--- config.mk ---
export PLATFORM = sky130hd
export DESIGN_NAME = second_chance_page_replacement
export DESIGN_NICKNAME = d
export VERILOG_FILES = /design/src/scpr_pkg.sv /design/src/scpr_ram.sv /design/src/second_chance_page_replacement.sv
export SDC_FILE = /design/constraint.sdc
export NUM_CORES = 1
export LEC_CHECK = 0
export BUFFER_PORTS_ARGS = -buffer_cell sky130_fd_sc_hd__buf_2
export CORE_ASPECT_RATIO = 1.75
export CORE_MARGIN = 5
export CORE_UTILIZATION = 56
export CTS_BUF_LIST = sky130_fd_sc_hd__clkbuf_4 sky130_fd_sc_hd__clkbuf_8
export DETAILED_ROUTE_END_ITERATION = 10
export GPL_TIMING_DRIVEN = 0
export PLACE_DENSITY = 0.74
export SYNTH_ARGS = -nofsm -noshare
export SYNTH_HDL_FRONTEND = slang
export SYNTH_SLANG_ARGS = --single-unit
--- constraint.sdc ---
create_clock -name clock -period 4.8 [get_ports clock]
set_input_delay 0.24 -clock clock [delete_from_list [all_inputs] [get_ports clock]]
set_output_delay 0.24 -clock clock [all_outputs]
set_load 0.01 [all_outputs]
--- src/scpr_pkg.sv ---
// shared types for the second chance page replacement block
// no dependencies
package scpr_pkg;

   typedef enum logic [1:0] {
      ST_IDLE,
      ST_SEARCH,
      ST_SWEEP,
      ST_EVICT
   } scpr_state_type;

   localparam int CfgBits   = 5;
   localparam int PortPage  = 8;
   localparam int PortIndex = 4;
   localparam int CountBits = 16;

endpackage

--- src/scpr_ram.sv ---
// generic single write port ram with registered read
// no dependencies
module scpr_ram #(
   parameter int WIDTH = 8,
   parameter int DEPTH = 16
) (
   input  logic                                 clock,
   input  logic                                 wr_en,
   input  logic [(DEPTH > 1 ? $clog2(DEPTH) : 1)-1:0] wr_addr,
   input  logic [WIDTH-1:0]                     wr_data,
   input  logic                                 rd_en,
   input  logic [(DEPTH > 1 ? $clog2(DEPTH) : 1)-1:0] rd_addr,
   output logic [WIDTH-1:0]                     rd_data
);

   logic [WIDTH-1:0] mem_ff [DEPTH];
   logic [WIDTH-1:0] rd_data_ff;

   always_ff @(posedge clock) begin
      if (wr_en) begin
         mem_ff[wr_addr] <= wr_data;
      end
      if (rd_en) begin
         rd_data_ff <= mem_ff[rd_addr];
      end
   end

   assign rd_data = rd_data_ff;

endmodule

--- src/second_chance_page_replacement.sv ---
// second chance page replacement: frame table, sequencer and result register
// depends on scpr_pkg and scpr_ram
//
// usage
//   request: drive req_page_number and raise start while busy is low; the
//   reference is taken at that clock edge and busy stays high until done.
//   result: rsp_valid pulses for one cycle with fault, frame index, evicted
//   page and the saturating fault total; the receiver cannot stall it.
//   csr: csr_frame_count is written on a csr_valid and csr_ready transfer,
//   only while busy is low; values are clamped to 1..MAX_FRAMES.
// operation (n = frames in use)
//   the page table ram is scanned one frame per cycle for a hit; its read is
//   registered, each read frame is compared with the page, and a hit sets the
//   registered rsp_valid. a miss scans all n frames, then the hand walks one
//   frame per cycle over at most n+1 frames, clearing set reference bits; a
//   victim's page is read out before eviction, an empty frame is just filled.
//   the next request can be taken in the cycle rsp_valid is high.
// reset
//   synchronous; clears valid and reference bits, hand, fault count, sets
//   the frame count to 4. page contents are not cleared.
module second_chance_page_replacement #(
   parameter int MAX_FRAMES = 16,
   parameter int PAGE_BITS  = 8
) (
   input  logic                           clock,
   input  logic                           reset,
   input  logic                           start,
   output logic                           busy,
   input  logic [scpr_pkg::PortPage-1:0]  req_page_number,
   output logic                           rsp_valid,
   output logic                           rsp_fault,
   output logic [scpr_pkg::PortIndex-1:0] rsp_frame_index,
   output logic                           rsp_evicted_valid,
   output logic [scpr_pkg::PortPage-1:0]  rsp_evicted_page,
   output logic [scpr_pkg::CountBits-1:0] rsp_fault_total,
   input  logic                           csr_valid,
   output logic                           csr_ready,
   input  logic [scpr_pkg::CfgBits-1:0]   csr_frame_count
);

   localparam int IW = (MAX_FRAMES > 1) ? $clog2(MAX_FRAMES) : 1;
   localparam int NW = $clog2(MAX_FRAMES + 1);
   localparam int SW = (PAGE_BITS < scpr_pkg::PortPage) ? PAGE_BITS : scpr_pkg::PortPage;

   scpr_pkg::scpr_state_type state_ff, state_in;

   logic [scpr_pkg::CfgBits-1:0]   frame_count_ff, frame_count_in;
   logic [MAX_FRAMES-1:0]          valid_ff, valid_in;
   logic [MAX_FRAMES-1:0]          ref_ff, ref_in;
   logic [IW-1:0]                  hand_ff, hand_in;
   logic [scpr_pkg::CountBits-1:0] fault_count_ff, fault_count_in;
   logic [SW-1:0]                  page_ff, page_in;
   logic [NW-1:0]                  n_ff, n_in;
   logic [NW-1:0]                  scan_ff, scan_in;
   logic                           cmp_valid_ff, cmp_valid_in;
   logic [IW-1:0]                  cmp_idx_ff, cmp_idx_in;

   logic                           rsp_valid_ff, rsp_valid_in;
   logic                           rsp_fault_ff, rsp_fault_in;
   logic [scpr_pkg::PortIndex-1:0] rsp_index_ff, rsp_index_in;
   logic                           rsp_ev_valid_ff, rsp_ev_valid_in;
   logic [scpr_pkg::PortPage-1:0]  rsp_ev_page_ff, rsp_ev_page_in;
   logic [scpr_pkg::CountBits-1:0] rsp_total_ff, rsp_total_in;

   logic          ram_wr_en, ram_rd_en;
   logic [IW-1:0] ram_wr_addr, ram_rd_addr;
   logic [SW-1:0] ram_rd_data;

   logic          hit, last, cur_valid, cur_ref, accept;
   logic [IW-1:0] hand_next;
   logic [scpr_pkg::CountBits-1:0] count_inc;

   scpr_ram #(
      .WIDTH (SW),
      .DEPTH (MAX_FRAMES)
   ) u_page_ram (
      .clock   (clock),
      .wr_en   (ram_wr_en),
      .wr_addr (ram_wr_addr),
      .wr_data (page_ff),
      .rd_en   (ram_rd_en),
      .rd_addr (ram_rd_addr),
      .rd_data (ram_rd_data)
   );

   assign busy      = (state_ff != scpr_pkg::ST_IDLE);
   assign csr_ready = ~busy;
   assign accept    = start & ~busy;

   assign hit       = cmp_valid_ff & valid_ff[cmp_idx_ff] & (ram_rd_data == page_ff);
   assign last      = cmp_valid_ff & (NW'(cmp_idx_ff) == n_ff - NW'(1));
   assign cur_valid = valid_ff[hand_ff];
   assign cur_ref   = ref_ff[hand_ff];
   assign hand_next = (NW'(hand_ff) + NW'(1) >= n_ff) ? '0 : hand_ff + IW'(1);
   assign count_inc = (fault_count_ff == '1) ? fault_count_ff
                                             : fault_count_ff + scpr_pkg::CountBits'(1);

   // next state
   always_comb begin
      state_in = state_ff;
      case (state_ff)
         scpr_pkg::ST_IDLE: begin
            if (accept) begin
               state_in = scpr_pkg::ST_SEARCH;
            end
         end
         scpr_pkg::ST_SEARCH: begin
            if (hit) begin
               state_in = scpr_pkg::ST_IDLE;
            end else if (last) begin
               state_in = scpr_pkg::ST_SWEEP;
            end
         end
         scpr_pkg::ST_SWEEP: begin
            if (cur_valid && cur_ref) begin
               state_in = scpr_pkg::ST_SWEEP;
            end else if (cur_valid) begin
               state_in = scpr_pkg::ST_EVICT;
            end else begin
               state_in = scpr_pkg::ST_IDLE;
            end
         end
         scpr_pkg::ST_EVICT: begin
            state_in = scpr_pkg::ST_IDLE;
         end
         default: begin
            state_in = scpr_pkg::ST_IDLE;
         end
      endcase
   end

   // datapath and outputs
   always_comb begin
      frame_count_in  = frame_count_ff;
      valid_in        = valid_ff;
      ref_in          = ref_ff;
      hand_in         = hand_ff;
      fault_count_in  = fault_count_ff;
      page_in         = page_ff;
      n_in            = n_ff;
      scan_in         = scan_ff;
      cmp_valid_in    = 1'b0;
      cmp_idx_in      = cmp_idx_ff;
      rsp_valid_in    = 1'b0;
      rsp_fault_in    = rsp_fault_ff;
      rsp_index_in    = rsp_index_ff;
      rsp_ev_valid_in = rsp_ev_valid_ff;
      rsp_ev_page_in  = rsp_ev_page_ff;
      rsp_total_in    = rsp_total_ff;
      ram_wr_en       = 1'b0;
      ram_wr_addr     = hand_ff;
      ram_rd_en       = 1'b0;
      ram_rd_addr     = hand_ff;

      if (csr_valid && csr_ready) begin
         frame_count_in = csr_frame_count;
      end

      case (state_ff)
         scpr_pkg::ST_IDLE: begin
            if (accept) begin
               page_in = SW'(req_page_number);
               if (frame_count_ff == '0) begin
                  n_in = NW'(1);
               end else if (32'(frame_count_ff) > MAX_FRAMES) begin
                  n_in = NW'(MAX_FRAMES);
               end else begin
                  n_in = NW'(frame_count_ff);
               end
               scan_in = '0;
            end
         end
         scpr_pkg::ST_SEARCH: begin
            // pipelined scan: read frame scan_ff, compare the previous read
            if (scan_ff < n_ff) begin
               ram_rd_en    = 1'b1;
               ram_rd_addr  = IW'(scan_ff);
               cmp_valid_in = 1'b1;
               cmp_idx_in   = IW'(scan_ff);
               scan_in      = scan_ff + NW'(1);
            end
            if (hit) begin
               cmp_valid_in            = 1'b0;
               ref_in[cmp_idx_ff]      = 1'b1;
               rsp_valid_in            = 1'b1;
               rsp_fault_in            = 1'b0;
               rsp_index_in            = scpr_pkg::PortIndex'(32'(cmp_idx_ff));
               rsp_ev_valid_in         = 1'b0;
               rsp_ev_page_in          = '0;
               rsp_total_in            = fault_count_ff;
            end else if (last) begin
               cmp_valid_in = 1'b0;
               // hand outside the frames in use wraps to frame 0
               if (NW'(hand_ff) >= n_ff) begin
                  hand_in = '0;
               end
            end
         end
         scpr_pkg::ST_SWEEP: begin
            if (cur_valid && cur_ref) begin
               ref_in[hand_ff] = 1'b0;
               hand_in         = hand_next;
            end else if (cur_valid) begin
               ram_rd_en   = 1'b1;
               ram_rd_addr = hand_ff;
            end else begin
               ram_wr_en        = 1'b1;
               valid_in[hand_ff] = 1'b1;
               ref_in[hand_ff]   = 1'b0;
               hand_in          = hand_next;
               fault_count_in   = count_inc;
               rsp_valid_in     = 1'b1;
               rsp_fault_in     = 1'b1;
               rsp_index_in     = scpr_pkg::PortIndex'(32'(hand_ff));
               rsp_ev_valid_in  = 1'b0;
               rsp_ev_page_in   = '0;
               rsp_total_in     = count_inc;
            end
         end
         scpr_pkg::ST_EVICT: begin
            ram_wr_en         = 1'b1;
            valid_in[hand_ff] = 1'b1;
            ref_in[hand_ff]   = 1'b0;
            hand_in           = hand_next;
            fault_count_in    = count_inc;
            rsp_valid_in      = 1'b1;
            rsp_fault_in      = 1'b1;
            rsp_index_in      = scpr_pkg::PortIndex'(32'(hand_ff));
            rsp_ev_valid_in   = 1'b1;
            rsp_ev_page_in    = scpr_pkg::PortPage'(32'(ram_rd_data));
            rsp_total_in      = count_inc;
         end
         default: begin
            cmp_valid_in = 1'b0;
         end
      endcase
   end

   always_ff @(posedge clock) begin
      if (reset) begin
         state_ff       <= scpr_pkg::ST_IDLE;
         frame_count_ff <= scpr_pkg::CfgBits'(4);
         valid_ff       <= '0;
         ref_ff         <= '0;
         hand_ff        <= '0;
         fault_count_ff <= '0;
         cmp_valid_ff   <= 1'b0;
         rsp_valid_ff   <= 1'b0;
      end else begin
         state_ff       <= state_in;
         frame_count_ff <= frame_count_in;
         valid_ff       <= valid_in;
         ref_ff         <= ref_in;
         hand_ff        <= hand_in;
         fault_count_ff <= fault_count_in;
         cmp_valid_ff   <= cmp_valid_in;
         rsp_valid_ff   <= rsp_valid_in;
      end
   end

   always_ff @(posedge clock) begin
      page_ff         <= page_in;
      n_ff            <= n_in;
      scan_ff         <= scan_in;
      cmp_idx_ff      <= cmp_idx_in;
      rsp_fault_ff    <= rsp_fault_in;
      rsp_index_ff    <= rsp_index_in;
      rsp_ev_valid_ff <= rsp_ev_valid_in;
      rsp_ev_page_ff  <= rsp_ev_page_in;
      rsp_total_ff    <= rsp_total_in;
   end

   assign rsp_valid         = rsp_valid_ff;
   assign rsp_fault         = rsp_fault_ff;
   assign rsp_frame_index   = rsp_index_ff;
   assign rsp_evicted_valid = rsp_ev_valid_ff;
   assign rsp_evicted_page  = rsp_ev_page_ff;
   assign rsp_fault_total   = rsp_total_ff;

endmodule

# ---- Word level (Yosys, flattened, before mapping)
# Memory sizes are Yosys's and may differ from the RTL's. A register that Yosys moved wholly into a read port is not among the register bits.
# Cells that the tools add are included.
dict set report totals {
  regBits 113
  elab_cells 146
  inputBits 17
  output_inout_bits 33
  mem_count 1
  ram_bits 128
}
dict set report classes {
  n_addsub 5
  reduce_logical 20
  n_eq_ne 16
  n_lt_le_gt_ge 8
  mux 68
  bitwise_logic 10
}
# memory depth width rd rd_ports_with_merged_regs write_ports line
set memory_table {}
lappend memory_table {u_page_ram.mem_ff 16 8 1 1 1 scpr_ram.sv:16} ;# logic [WIDTH-1:0] mem_ff [DEPTH];
# cell count
set op_table {}
lappend op_table {{$mux W16} 9}
lappend op_table {{$pmux W16 S3} 2}
lappend op_table {{$pmux W16 S2} 2}
lappend op_table {{$mux W4} 11}
lappend op_table {{$or A16 B16 Y16} 2}
lappend op_table {{$mux W8} 3}
lappend op_table {{$pmux W4 S3} 2}
lappend op_table {{$pmux W8 S3} 1}
lappend op_table {{$mux W1} 18}
lappend op_table {{$add A16 B1 Y16 const B} 1}
lappend op_table {{$and A16 B16 Y16} 1}
lappend op_table {{$eq A16 B16 Y1 const B} 1}
lappend op_table {{$ne A2 B2 Y1 const B} 8}
lappend op_table {{$not A16 Y16} 1}
lappend op_table {{$mux W5} 3}
lappend op_table {{$bmux W1 S4} 3}
lappend op_table {{$lt A4 B5 Y1 const B} 2}
lappend op_table {{$mux W2} 5}
lappend op_table {{$pmux W5 S2} 1}
lappend op_table {{$pmux W1 S3} 3}
lappend op_table {{$reduce_and A3 Y1} 3}
lappend op_table {{$demux W1 S4} 2}
lappend op_table {{$eq A8 B8 Y1} 1}
lappend op_table {{$ge A4 B1 Y1 const B} 2}
lappend op_table {{other kinds (26)} 40}

# ---- Logic depth before layout (Yosys ltp)
# Gate-level depths: netlist (run 1).
dict set report logic_depth {
  ltp_word 9
  depth_mapped 12
  ltp_nobuf 10
}

# ---- Cells and area by module
# Synthesis (run 1) repeated with hierarchy kept, for this count alone.
dict set report unflattened {
  hier_cells 788
  area_unflattened_um2 11043.1
}
# module seq_area_each_um2 area_per_inst_um2 cells_each n_inst
set by_module_without_submodules {}
lappend by_module_without_submodules {second_chance_page_replacement 2782.7 5815.6 559 1}
lappend by_module_without_submodules {scpr_ram 4083.9 5227.5 229 1}

# ---- Least setup slack after synthesis (run 1)
# OpenSTA, ideal clock, no wires.
dict set report synth_path {
  kind {reg2reg}
  start {register cmp_idx_ff[0]}
  end {register rsp_ev_page_ff (netlist bit rsp_evicted_page[0]) (enable)}
  stages_incl_launch_ff 7
  t_required_ns 4.345
  arrival_time_ns 3.786
  period_less_slack_ns 4.240
  slack_ns 0.560
  setup_ns 0.455
  n_path_buf 1
  cell_sequence {edfxtp_1 -> buf_6 -> mux4_1 -> mux2i_1 -> mux2_2 -> o41a_4 -> nor3_1}
}
dict set report synth_via {
  elab_chain_cells 6
}
# element line
set synth_lines {}
lappend synth_lines {{start: declaration} second_chance_page_replacement.sv:56} ;# logic [IW-1:0] cmp_idx_ff, cmp_idx_in;
lappend synth_lines {{start signal: assignment} second_chance_page_replacement.sv:265} ;# cmp_idx_ff <= cmp_idx_in;
lappend synth_lines {{$bmux W1 S4} second_chance_page_replacement.sv:90} ;# assign hit = cmp_valid_ff & valid_ff[cmp_idx_ff] & (ram_rd_data == page_ff);
lappend synth_lines {{$mux W1 (implied by the code)} second_chance_page_replacement.sv:90}
lappend synth_lines {{$and A1 B1 Y1 (2 in series)} second_chance_page_replacement.sv:90}
lappend synth_lines {{$ne A2 B2 Y1 (no source line)} --}
lappend synth_lines {{$reduce_and A4 Y1 (no source line)} --}
lappend synth_lines {{end signal: assignment} second_chance_page_replacement.sv:269} ;# rsp_ev_page_ff <= rsp_ev_page_in;
lappend synth_lines {{end: declaration} second_chance_page_replacement.sv:62} ;# logic [scpr_pkg::PortPage-1:0] rsp_ev_page_ff, rsp_ev_page_in;
# No other way between the ends. The select of a mux whose other input is x is not followed.
# A chain may end at the register's enable or synchronous reset.

# ---- Worst setup path in the final report (run 1)
dict set report layout_path {
  start {register state_ff[1]}
  end {register u_page_ram.rd_data_ff[4], in the netlist u_page_ram.rd_data[4], read port of u_page_ram.mem_ff, data pin}
}
dict set report layout_via {
  elab_chain_cells 2
  word_cells_on_any_way 4
  classes_between {2 x eq/ne; 2 x mux}
}
# element line
set layout_lines {}
lappend layout_lines {{start: declaration} second_chance_page_replacement.sv:45} ;# scpr_pkg::scpr_state_type state_ff, state_in;
lappend layout_lines {{start signal: assignment} second_chance_page_replacement.sv:241} ;# state_ff <= scpr_pkg::ST_IDLE;
lappend layout_lines {{start signal: assignment} second_chance_page_replacement.sv:250} ;# state_ff <= state_in;
lappend layout_lines {{$eq A2 B2 Y1 or $eq A2 B1 Y1 (tied branches)} second_chance_page_replacement.sv:159} ;# case (state_ff)
lappend layout_lines {{$pmux W1 S2 or $mux W4 (tied branches)} --}
lappend layout_lines {{end: declaration} scpr_ram.sv:17} ;# logic [WIDTH-1:0] rd_data_ff;
# Several ways; a longest one is shown, not always the timed one.

==> results of run 1 <==
==> metal layers <==
| metal | routed length [um] | global-route usage (%) | vias up |
|---|---|---|---|
| met4 | 1670 | 14.2 | 0 |
| met3 | 1410 | 3.35 | 88 |
| met1 | 9320 | 25.8 | 3691 |
| li1 | - | - | 3445 |
| met2 | 15700 | 46.9 | 307 |
| met5 | 0 | 0 | - |
==> what timing repair did <==
item / CTS / global route
hold buffers: 13 / 0
endpoints found under the setup margin: 0 / 0
endpoints found under the hold margin: 13 / 0
==> worst paths after layout <==
path | from | end | slack, ps | cells after the start
worst max register to register | state_ff[1] | u_page_ram.rd_data[4] | 740 | 12
worst min register to register | frame_count_ff[0] | frame_count_ff[0] | 470 | 2
worst max-delay path | state_ff[1] | u_page_ram.rd_data[4] | 740 | 12
worst min-delay path | csr_valid | frame_count_ff[4] | 50 | 3
==> per-stage QoR <==
| step | util (%) | TNS (ps) | instance area, um^2 | cells | setup slack [ps] |
|---|---|---|---|---|---|
| CTS | 63.7 | 0 | 12500 | 1218 | 791 |
| detailed placement | 59.6 | 0 | 11700 | 1142 | 788 |
| global placement | 59.4 | -17160 | 11700 | 1140 | -574 |
| global route | 63.7 | 0 | 12500 | 1218 | 603 |
| floorplan | - | 0 | 11100 | 846 | 560 |
| finish | 63.7 | 0 | 12500 | 1218 | 742 |
==> registers in the layout, indices dropped and copies added, names as in the netlist <==
signal / cells
cmp_idx_ff: 4
cmp_valid_ff: 1
fault_count_ff: 16
frame_count_ff: 5
hand_ff: 4
n_ff: 5
page_ff: 8
ref_ff: 16
rsp_evicted_page: 8
rsp_evicted_valid: 1
rsp_fault: 1
rsp_fault_total: 16
rsp_frame_index: 4
rsp_valid: 1
scan_ff: 5
state_ff: 2
u_page_ram.mem_ff: 128
u_page_ram.rd_data: 8
valid_ff: 16
==> synth_stat cells, drive strengths merged (4+ instances only) <==
master | instances | share of area (%)
ha | 26 | 2.9
nor4b | 5 | 0.39
a21oi | 21 | 0.94
mux2i | 75 | 6.7
clkbuf | 29 | 1.0
a21o | 6 | 0.40
a32oi | 6 | 0.47
a31oi | 26 | 1.5
o21a | 6 | 0.40
edfxtp | 188 | 51
nand3 | 23 | 1.0
nor3 | 6 | 0.27
o21ai | 19 | 0.85
xor2 | 17 | 1.3
buf | 18 | 1.0
or4 | 10 | 0.67
dfxtp | 61 | 11
nor4bb | 4 | 0.36
nor3b | 4 | 0.27
xnor2 | 17 | 1.3
nor2b | 8 | 0.45
inv | 15 | 0.51
and3 | 5 | 0.33
nor2 | 62 | 2.1
nand4 | 7 | 0.39
nand2 | 56 | 1.9
a41oi | 5 | 0.39
nor4 | 9 | 0.91
o22ai | 32 | 1.8
or3 | 6 | 0.34
mux2 | 10 | 1.0
and2 | 17 | 0.96
mux4 | 12 | 2.6
a22o | 7 | 0.55
==> power groups by stage <==
stage	sequential, uW	combinational (uW)	clock [uW]
after CTS	2590	831	1620
after floorplan	2600	543	0
after detailed placement	2640	817	0
after global routing	2600	889	1720
final	2600	832	1590
after global placement	2640	794	0
==> area by class of cell <==
cell class / count / area (um^2) / share of cell area [%]
tap: 245 / 307 / 2.45
timing repair buffer: 64 / 402 / 3.21
inverter: 16 / 60.1 / 0.480
clock buffer: 46 / 602 / 4.81
sequential: 249 / 6870 / 54.8
buffer: 47 / 228 / 1.82
multi-input combinational: 534 / 3970 / 31.7
clock inverter: 17 / 83.8 / 0.669
==> worst min-delay path, delay by kind of cell <==
kind | cells | cell delay, ps
compound gates | 1 | 50
buf+inv | 1 | 140
simple gates | 1 | 80
==> kinds of logic (layout without fill, tap and decap cells) <==
family / Yosys count / after routing / synth area share, %
flip-flops: 249 / 249 / 61.7
AND/OR/NAND/NOR: 232 / 232 / 11.1
AO/OA/AOI/OAI: 145 / 145 / 8.67
multiplexers: 97 / 97 / 10.3
buffers and inverters: 63 / 190 / 2.59
XOR/XNOR: 34 / 34 / 2.68
adder cells (fa/ha/maj): 26 / 26 / 2.92
==> reports/qor.csv, run 1 <==
metric,value,unit
cp.arrival,4280,ps
hold_viol,0,
cp_num_buf_inv,4,
critPathKind,register to register,
vias,7531,
wl,28.1,mm
rsz0062_at_grt,no,
slew_viol_final,0,
clockBufferDepth,3,
grt_pass1_wl,42.9,mm
grt_overflow,0,
portBuffers,49,
most-common-layout-cells,"188 x edfxtp_1, 75 x mux2i_1, 62 x nor2_1, 61 x dfxtp_1, 60 x buf_2",
mostFrequentLayoutCell,edfxtp_1,
io_pins,50,
drive_above_1_share,15.3,%
clockPowerShare,31.7,%
syn_avg_cell_area,13.1,um^2
netlist_area,11100,um^2
tightest_slew,995,ps
synth_cell_types,59,
outcome,"complete, no violations",
synth_nets,889,
grt_antenna_before_repair,0,
tritoncts,done,
hold_slack,52.2,ps
die_x,117,um
core,19700,um^2
netlist_instances,846,
p_leak,0.00477,uW
final_period_minus_worst_setup_slack,4060,ps
clock_skew,13.0,ps
fin_nets,990,
synth_ff_type,edfxtp_1,
grt_pass1_vias,7654,
critPathTopFamily,simple AND/OR/NAND/NOR gates,
avgViaCountPerCell,6.18,
drt-pass1-iter-count,7,
clock.fmax,246,MHz
fillers,1506,
yosysWarnings,0,
slew_headroom,32.8,%
cap_violations,0,
power.share.combinational,16.6,%
track_usage,25.0,%
finalPower,5020,uW
required,5030,ps
die_y,196,um
cts.sinks,249,
setup-violations-final,0,
drt_iter0_drc,432,
path_max_fanout,10,
intPower,3630,uW
end_kind,register,
clockRootBuffer,clkbuf_8,
area_growth,12.6,%
crit_chain,"inv_1, ha_1, buf_2, nor3b_1, nor2_1, nand2_1, mux2i_1, buf_2, buf_2, mux2i_1, o22ai_1, or4_1",
wire_per_inst,23.0,um
path_clk_slew,70,ps
gp_congestion,1.00,
slowest_delay,640,ps
insertion_delay,510,ps
ant_nets,0,
finalCritPeriodShare,84.5,%
start_util,56.6,%
min_path_type,input pin to register,
cts-htree-levels,2,
dp_hpwl,20.3,mm
fp.dieArea,22900,um^2
ys_seq_area_share,61.7,%
p_per_area,401,nW/um^2
synthArstFlopShare,0,%
synth-edff-count,188,
p_seq_share,51.7,%
numCtsBuffers,35,
switchingPower,1390,uW
crit_top_cell,buf_2,
rows,68,
irDropWorstVdd,0.323,mV
cts_setup_buffers,0,
crit_slowest_cell,or4_1,
grt_start_max_net_pins,18,
swShare,27.7,%
cts_resized,0,
drc,0,
setup.worst_path.start_class,register,
ys_ff_latch,249,
antenna_cells,0,
(Power assumes the default switching activity.)
==> run 2, diff against run 1 <==
--- a/config.mk
+++ b/config.mk
@@ -12,7 +12,7 @@
 export CTS_BUF_LIST = sky130_fd_sc_hd__clkbuf_4 sky130_fd_sc_hd__clkbuf_8
 export DETAILED_ROUTE_END_ITERATION = 10
 export GPL_TIMING_DRIVEN = 0
-export PLACE_DENSITY = 0.74
+export PLACE_DENSITY = 0.76
 export SYNTH_ARGS = -nofsm -noshare
 export SYNTH_HDL_FRONTEND = slang
 export SYNTH_SLANG_ARGS = --single-unit
==> constraint.sdc (replaced) <==
create_clock -name clock -period 3.5 [get_ports clock]
set_input_delay 0.175 -clock clock [delete_from_list [all_inputs] [get_ports clock]]
set_output_delay 0.175 -clock clock [all_outputs]
set_load 0.01 [all_outputs]
==> reports/qor.csv, run 2 (synthesis results as in run 1) <==
metric,value,unit
dp_hpwl,20.0,mm
outcome,"complete, no violations",
placed_area,11700,um^2
drive_above_1_share,17.7,%
core,19700,um^2
numCtsBuffers,35,
grt_pass1_vias,7835,
clockBufferDepth,3,
cap_violations,0,
grt_overflow,0,
tightest_slew,992,ps
switchingPower,1980,uW
largest_reg_flops,128,
portBuffers,49,
wire_per_inst,23.3,um
drt_iter0_drc,492,
min_path_type,input pin to register,
setup-violations-final,0,
path_clk_slew,70,ps
hold_viol,0,
avgViaCountPerCell,6.21,
cp.arrival,3710,ps
drc,0,
drt-pass1-iter-count,5,
clock_skew,21.6,ps
critPathKind,register to register,
fp.dieArea,22900,um^2
io_pins,50,
clockPowerShare,33.1,%
finalCritPeriodShare,98.7,%
cts-htree-levels,2,
path_max_fanout,13,
setup.worst_path.start_class,register,
irDropWorstVdd,0.365,mV
tritoncts,done,
fin_nets,997,
grt_start_max_net_pins,18,
p_per_area,559,nW/um^2
top_register,u_page_ram.mem_ff,
post-route-util,65.1,%
slew_viol_final,0,
start_util,56.6,%
area_growth,15.0,%
mostFrequentLayoutCell,edfxtp_1,
vias,7604,
power.share.combinational,17.2,%
cts.sinks,249,
track_usage,25.1,%
die_y,196,um
end_kind,register,
wl,28.5,mm
rows,68,
hp-start,csr_valid,
antenna_cells,0,
required,3750,ps
fillers,1435,
gp_congestion,0.919,
intPower,5170,uW
ant_nets,0,
most-common-layout-cells,"188 x edfxtp_1, 72 x mux2i_1, 60 x dfxtp_1, 57 x nor2_1, 55 x nand2_1",
p_seq_share,49.7,%
slew_headroom,33.2,%
setup_tns,0,ps
finalInstanceArea,12800,um^2
grt_pass1_wl,43.3,mm
insertion_delay,530,ps
clock.fmax,289,MHz
r2r_start,n_ff[4],
final_period_minus_worst_setup_slack,3460,ps
p_leak,0.00485,uW
grt_antenna_before_repair,0,
clockRootBuffer,clkbuf_8,
swShare,27.7,%
die_x,117,um
rsz0062_at_grt,yes,
cp-startpoint,n_ff[4],
run 2: per-layer routing:
layer,vias up,global-route usage [%],routed length (um)
met5,-,0,0
met4,0,14.2,1910
met3,105,3.23,1220
met2,301,47.8,16000
met1,3733,25.3,9450
li1,3465,-,-
run 2: what timing repair did:
action,CTS,global route
setup buffers,2,1
pin swaps,1,0
gates resized for setup,21,19
setup endpoints to repair,8,26
cloned,0,0
hold buffers,18,0
endpoints found under the hold margin,13,0
run 2: worst paths after layout:
| kind | slack [ps] | to | cells after the start |
|---|---|---|---|
| worst max-delay path | 40 | u_page_ram.rd_data[0] | 10 |
| worst min register to register | 480 | frame_count_ff[3] | 2 |
| worst max register to register | 40 | u_page_ram.rd_data[0] | 10 |
| worst min-delay path | 110 | frame_count_ff[2] | 4 |
run 2: critical path: stages (launching register included):
cell,delay [ps]
edfxtp_1,450
inv_1,120
ha_1,310
nor4b_4,330
nor2_4,90
nand2_2,170
buf_4,260
nor2_1,90
a41oi_2,500
o22ai_1,280
or4_1,570
run 2: cell type report:
cell class / count / area (um^2) / share of cell area [%]
well taps: 245 / 307 / 2.40
multi-input cells: 534 / 4090 / 32.0
plain buffers: 47 / 273 / 2.13
inverters: 16 / 60.1 / 0.469
repair buffers: 71 / 463 / 3.62
clock buffers: 46 / 596 / 4.66
clock inverters: 17 / 139 / 1.09
flip-flops and latches: 249 / 6870 / 53.7
run 2: per-stage QoR:
step,cells,hold WS (ps),setup WS [ps],total power [uW]
after floorplan,846,274,184,4320
after global placement,1140,352,-628,4680
after detailed placement,1141,354,-442,4710
after CTS,1224,89.3,35.6,7110
after global routing,1225,155,-4.75,7390
final,1225,115,43.8,7140
run 2: power by group through the flow:
stage                     clock [uW]  combinational [uW]  sequential (uW)
after floorplan                    0                 747             3570
after global placement             0                1070             3610
after detailed placement           0                1100             3610
after CTS                       2390                1170             3550
after global routing            2510                1310             3570
final                           2360                1230             3550
==> run 3, diff against run 2 <==
--- a/config.mk
+++ b/config.mk
@@ -6,8 +6,7 @@
 export NUM_CORES = 1
 export LEC_CHECK = 0
 export BUFFER_PORTS_ARGS = -buffer_cell sky130_fd_sc_hd__buf_2
-export CORE_ASPECT_RATIO = 1.75
-export CORE_MARGIN = 5
+export CORE_ASPECT_RATIO = 1.25
 export CORE_UTILIZATION = 56
 export CTS_BUF_LIST = sky130_fd_sc_hd__clkbuf_4 sky130_fd_sc_hd__clkbuf_8
 export DETAILED_ROUTE_END_ITERATION = 10
==> constraint.sdc (replaced) <==
create_clock -name clock -period 3.05 [get_ports clock]
set_input_delay 0.1525 -clock clock [delete_from_list [all_inputs] [get_ports clock]]
set_output_delay 0.1525 -clock clock [all_outputs]
set_load 0.01 [all_outputs]
==> reports/qor.csv, run 3 (synthesis results as in run 1) <==
metric,value,unit
outcome,"complete, but fails checks",
violations,setup timing,
finalCritPeriodShare,108,%
drive_above_1_share,27.4,%
slew_viol_final,0,
insertion_delay,540,ps
p_leak,0.00521,uW
grt_pass1_vias,7472,
ant_nets,0,
most-common-layout-cells,"188 x edfxtp_1, 59 x mux2i_1, 59 x dfxtp_1, 55 x nand2_1, 53 x buf_2",
hold_slack,66.8,ps
intPower,6340,uW
area_growth,24.8,%
fin_nets,1051,
crit_chain,"ha_1, nand2_1, o211ai_1, nand2_2, mux2i_4, buf_12, buf_12, buf_8, mux2i_1, o22ai_2, or4_1",
cp.arrival,3550,ps
grt_pass1_wl,40.4,mm
clock.fmax,305,MHz
setup-violations-final,32,
clockRootBuffer,clkbuf_8,
post-route-util,71.3,%
grt_start_max_net_pins,18,
path_clk_slew,60,ps
irDropWorstVdd,0.404,mV
power.share.combinational,23.1,%
r2r_cells,11,
die_y,160,um
end_kind,register,
dp_cells,1160,
cap_violations,0,
wl,28.8,mm
wire_per_inst,22.2,um
reg2reg_to,u_page_ram.rd_data[7],
mostFrequentLayoutCell,edfxtp_1,
slowest_delay,550,ps
holdPathStages,4,
drt_iter0_drc,826,
hold_viol,0,
avgViaCountPerCell,6.17,
final_period_minus_worst_setup_slack,3280,ps
largest_reg_flops,128,
start_util,57.1,%
setup.worst_path.start_class,register,
grt_overflow,0,
critPathKind,register to register,
cts-htree-levels,2,
drt-pass1-iter-count,7,
clockPowerShare,30.7,%
swShare,27.9,%
p_seq_share,46.3,%
numCtsBuffers,38,
antenna_cells,0,
io_pins,50,
rows,57,
die_x,128,um
switchingPower,2450,uW
grt_antenna_before_repair,1,
hp-start,csr_valid,
cp-startpoint,scan_ff[1],
r2r_start,scan_ff[1],
clock_skew,21.6,ps
required,3320,ps
tritoncts,done,
cts.sinks,249,
track_usage,26.5,%
layout.cells.non_filler,1299,
path_max_fanout,5,
min_path_type,input pin to register,
drc,0,
crit_slowest_cell,or4_1,
slew_headroom,42.6,%
tightest_slew,861,ps
holdPathEnd,frame_count_ff[2],
p_per_area,633,nW/um^2
gp_congestion,0.885,
clockBufferDepth,3,
fp.dieArea,20400,um^2
fillers,1250,
regToRegSetupSlack,-230,ps
crit_top_cell,buf_12,
top_register,u_page_ram.mem_ff,
vias,8020,
rsz0062_at_grt,yes,
fin_ws,-230,ps
dp_hpwl,17.2,mm
core,19500,um^2
portBuffers,49,
[run 3: changes by cell type in the layout (fill, tap and decap cells not counted), sizes merged]
cell,before,now
nor3,6,7
clkinvlp,2,1
clkinv,12,14
inv,17,15
clkbuf,75,80
buf,71,121
bufinv,2,1
[run 3: worst max path at each step]
stage	end
floorplan	u_page_ram.rd_data[1]
global placement	u_page_ram.rd_data[1]
detailed placement	u_page_ram.rd_data[1]
CTS	u_page_ram.mem_ff[6][6]
global route	u_page_ram.rd_data[7]
finish	u_page_ram.rd_data[7]
[run 3: layer usage]
metal | vias to the layer above | global-route usage [%] | wire length, um
met3 | 117 | 5.38 | 2440
li1 | 3566 | - | -
met1 | 3886 | 34.0 | 11100
met5 | - | 0 | 17
met2 | 449 | 43.2 | 13900
met4 | 2 | 12.6 | 1300
[run 3: final cells by class]
cell class	count	area, um^2	area share, %
well taps	265	332	2.39
plain buffers	46	343	2.47
flip-flops and latches	249	6870	49.5
clock buffers	51	633	4.56
repair buffers	122	1030	7.43
multi-input cells	535	4510	32.5
inverters	16	63.8	0.460
clock inverters	15	96.3	0.694
[run 3: repair_timing]
item	CTS	global route
setup buffers	15	38
pin swaps	7	26
hold buffers	18	0
endpoints found under the setup margin	122	139
gates resized for setup	65	95
hold endpoints to repair	13	0
cloned	3	2
[run 3: per-stage QoR]
step / setup TNS, ps / worst slack [ps] / cell area, um^2 / power [uW]
after global routing: -5590 / -289 / 13900 / 9060
after floorplan: 0 / 15.5 / 11100 / 4950
after CTS: -4450 / -107 / 13100 / 8310
after detailed placement: -26930 / -848 / 11700 / 5360
after global placement: -26030 / -815 / 11700 / 5330
final: -2420 / -230 / 13900 / 8790
[run 3: power by group through the flow]
stage / logic [uW] / registers [uW] / clock network (uW)
after floorplan: 860 / 4090 / 0
after global placement: 1210 / 4120 / 0
after detailed placement: 1230 / 4130 / 0
after CTS: 1550 / 4060 / 2710
after global routing: 2120 / 4080 / 2860
final: 2030 / 4070 / 2700
[run 3: critical path: cells and delay by family (launching register included)]
| kind | cells | cell delay [ps] |
|---|---|---|
| simple gates | 3 | 780 |
| mux | 2 | 550 |
| buf+inv | 3 | 440 |
| fa+ha+maj | 1 | 340 |
| flops | 1 | 430 |
| compound gates | 2 | 480 |
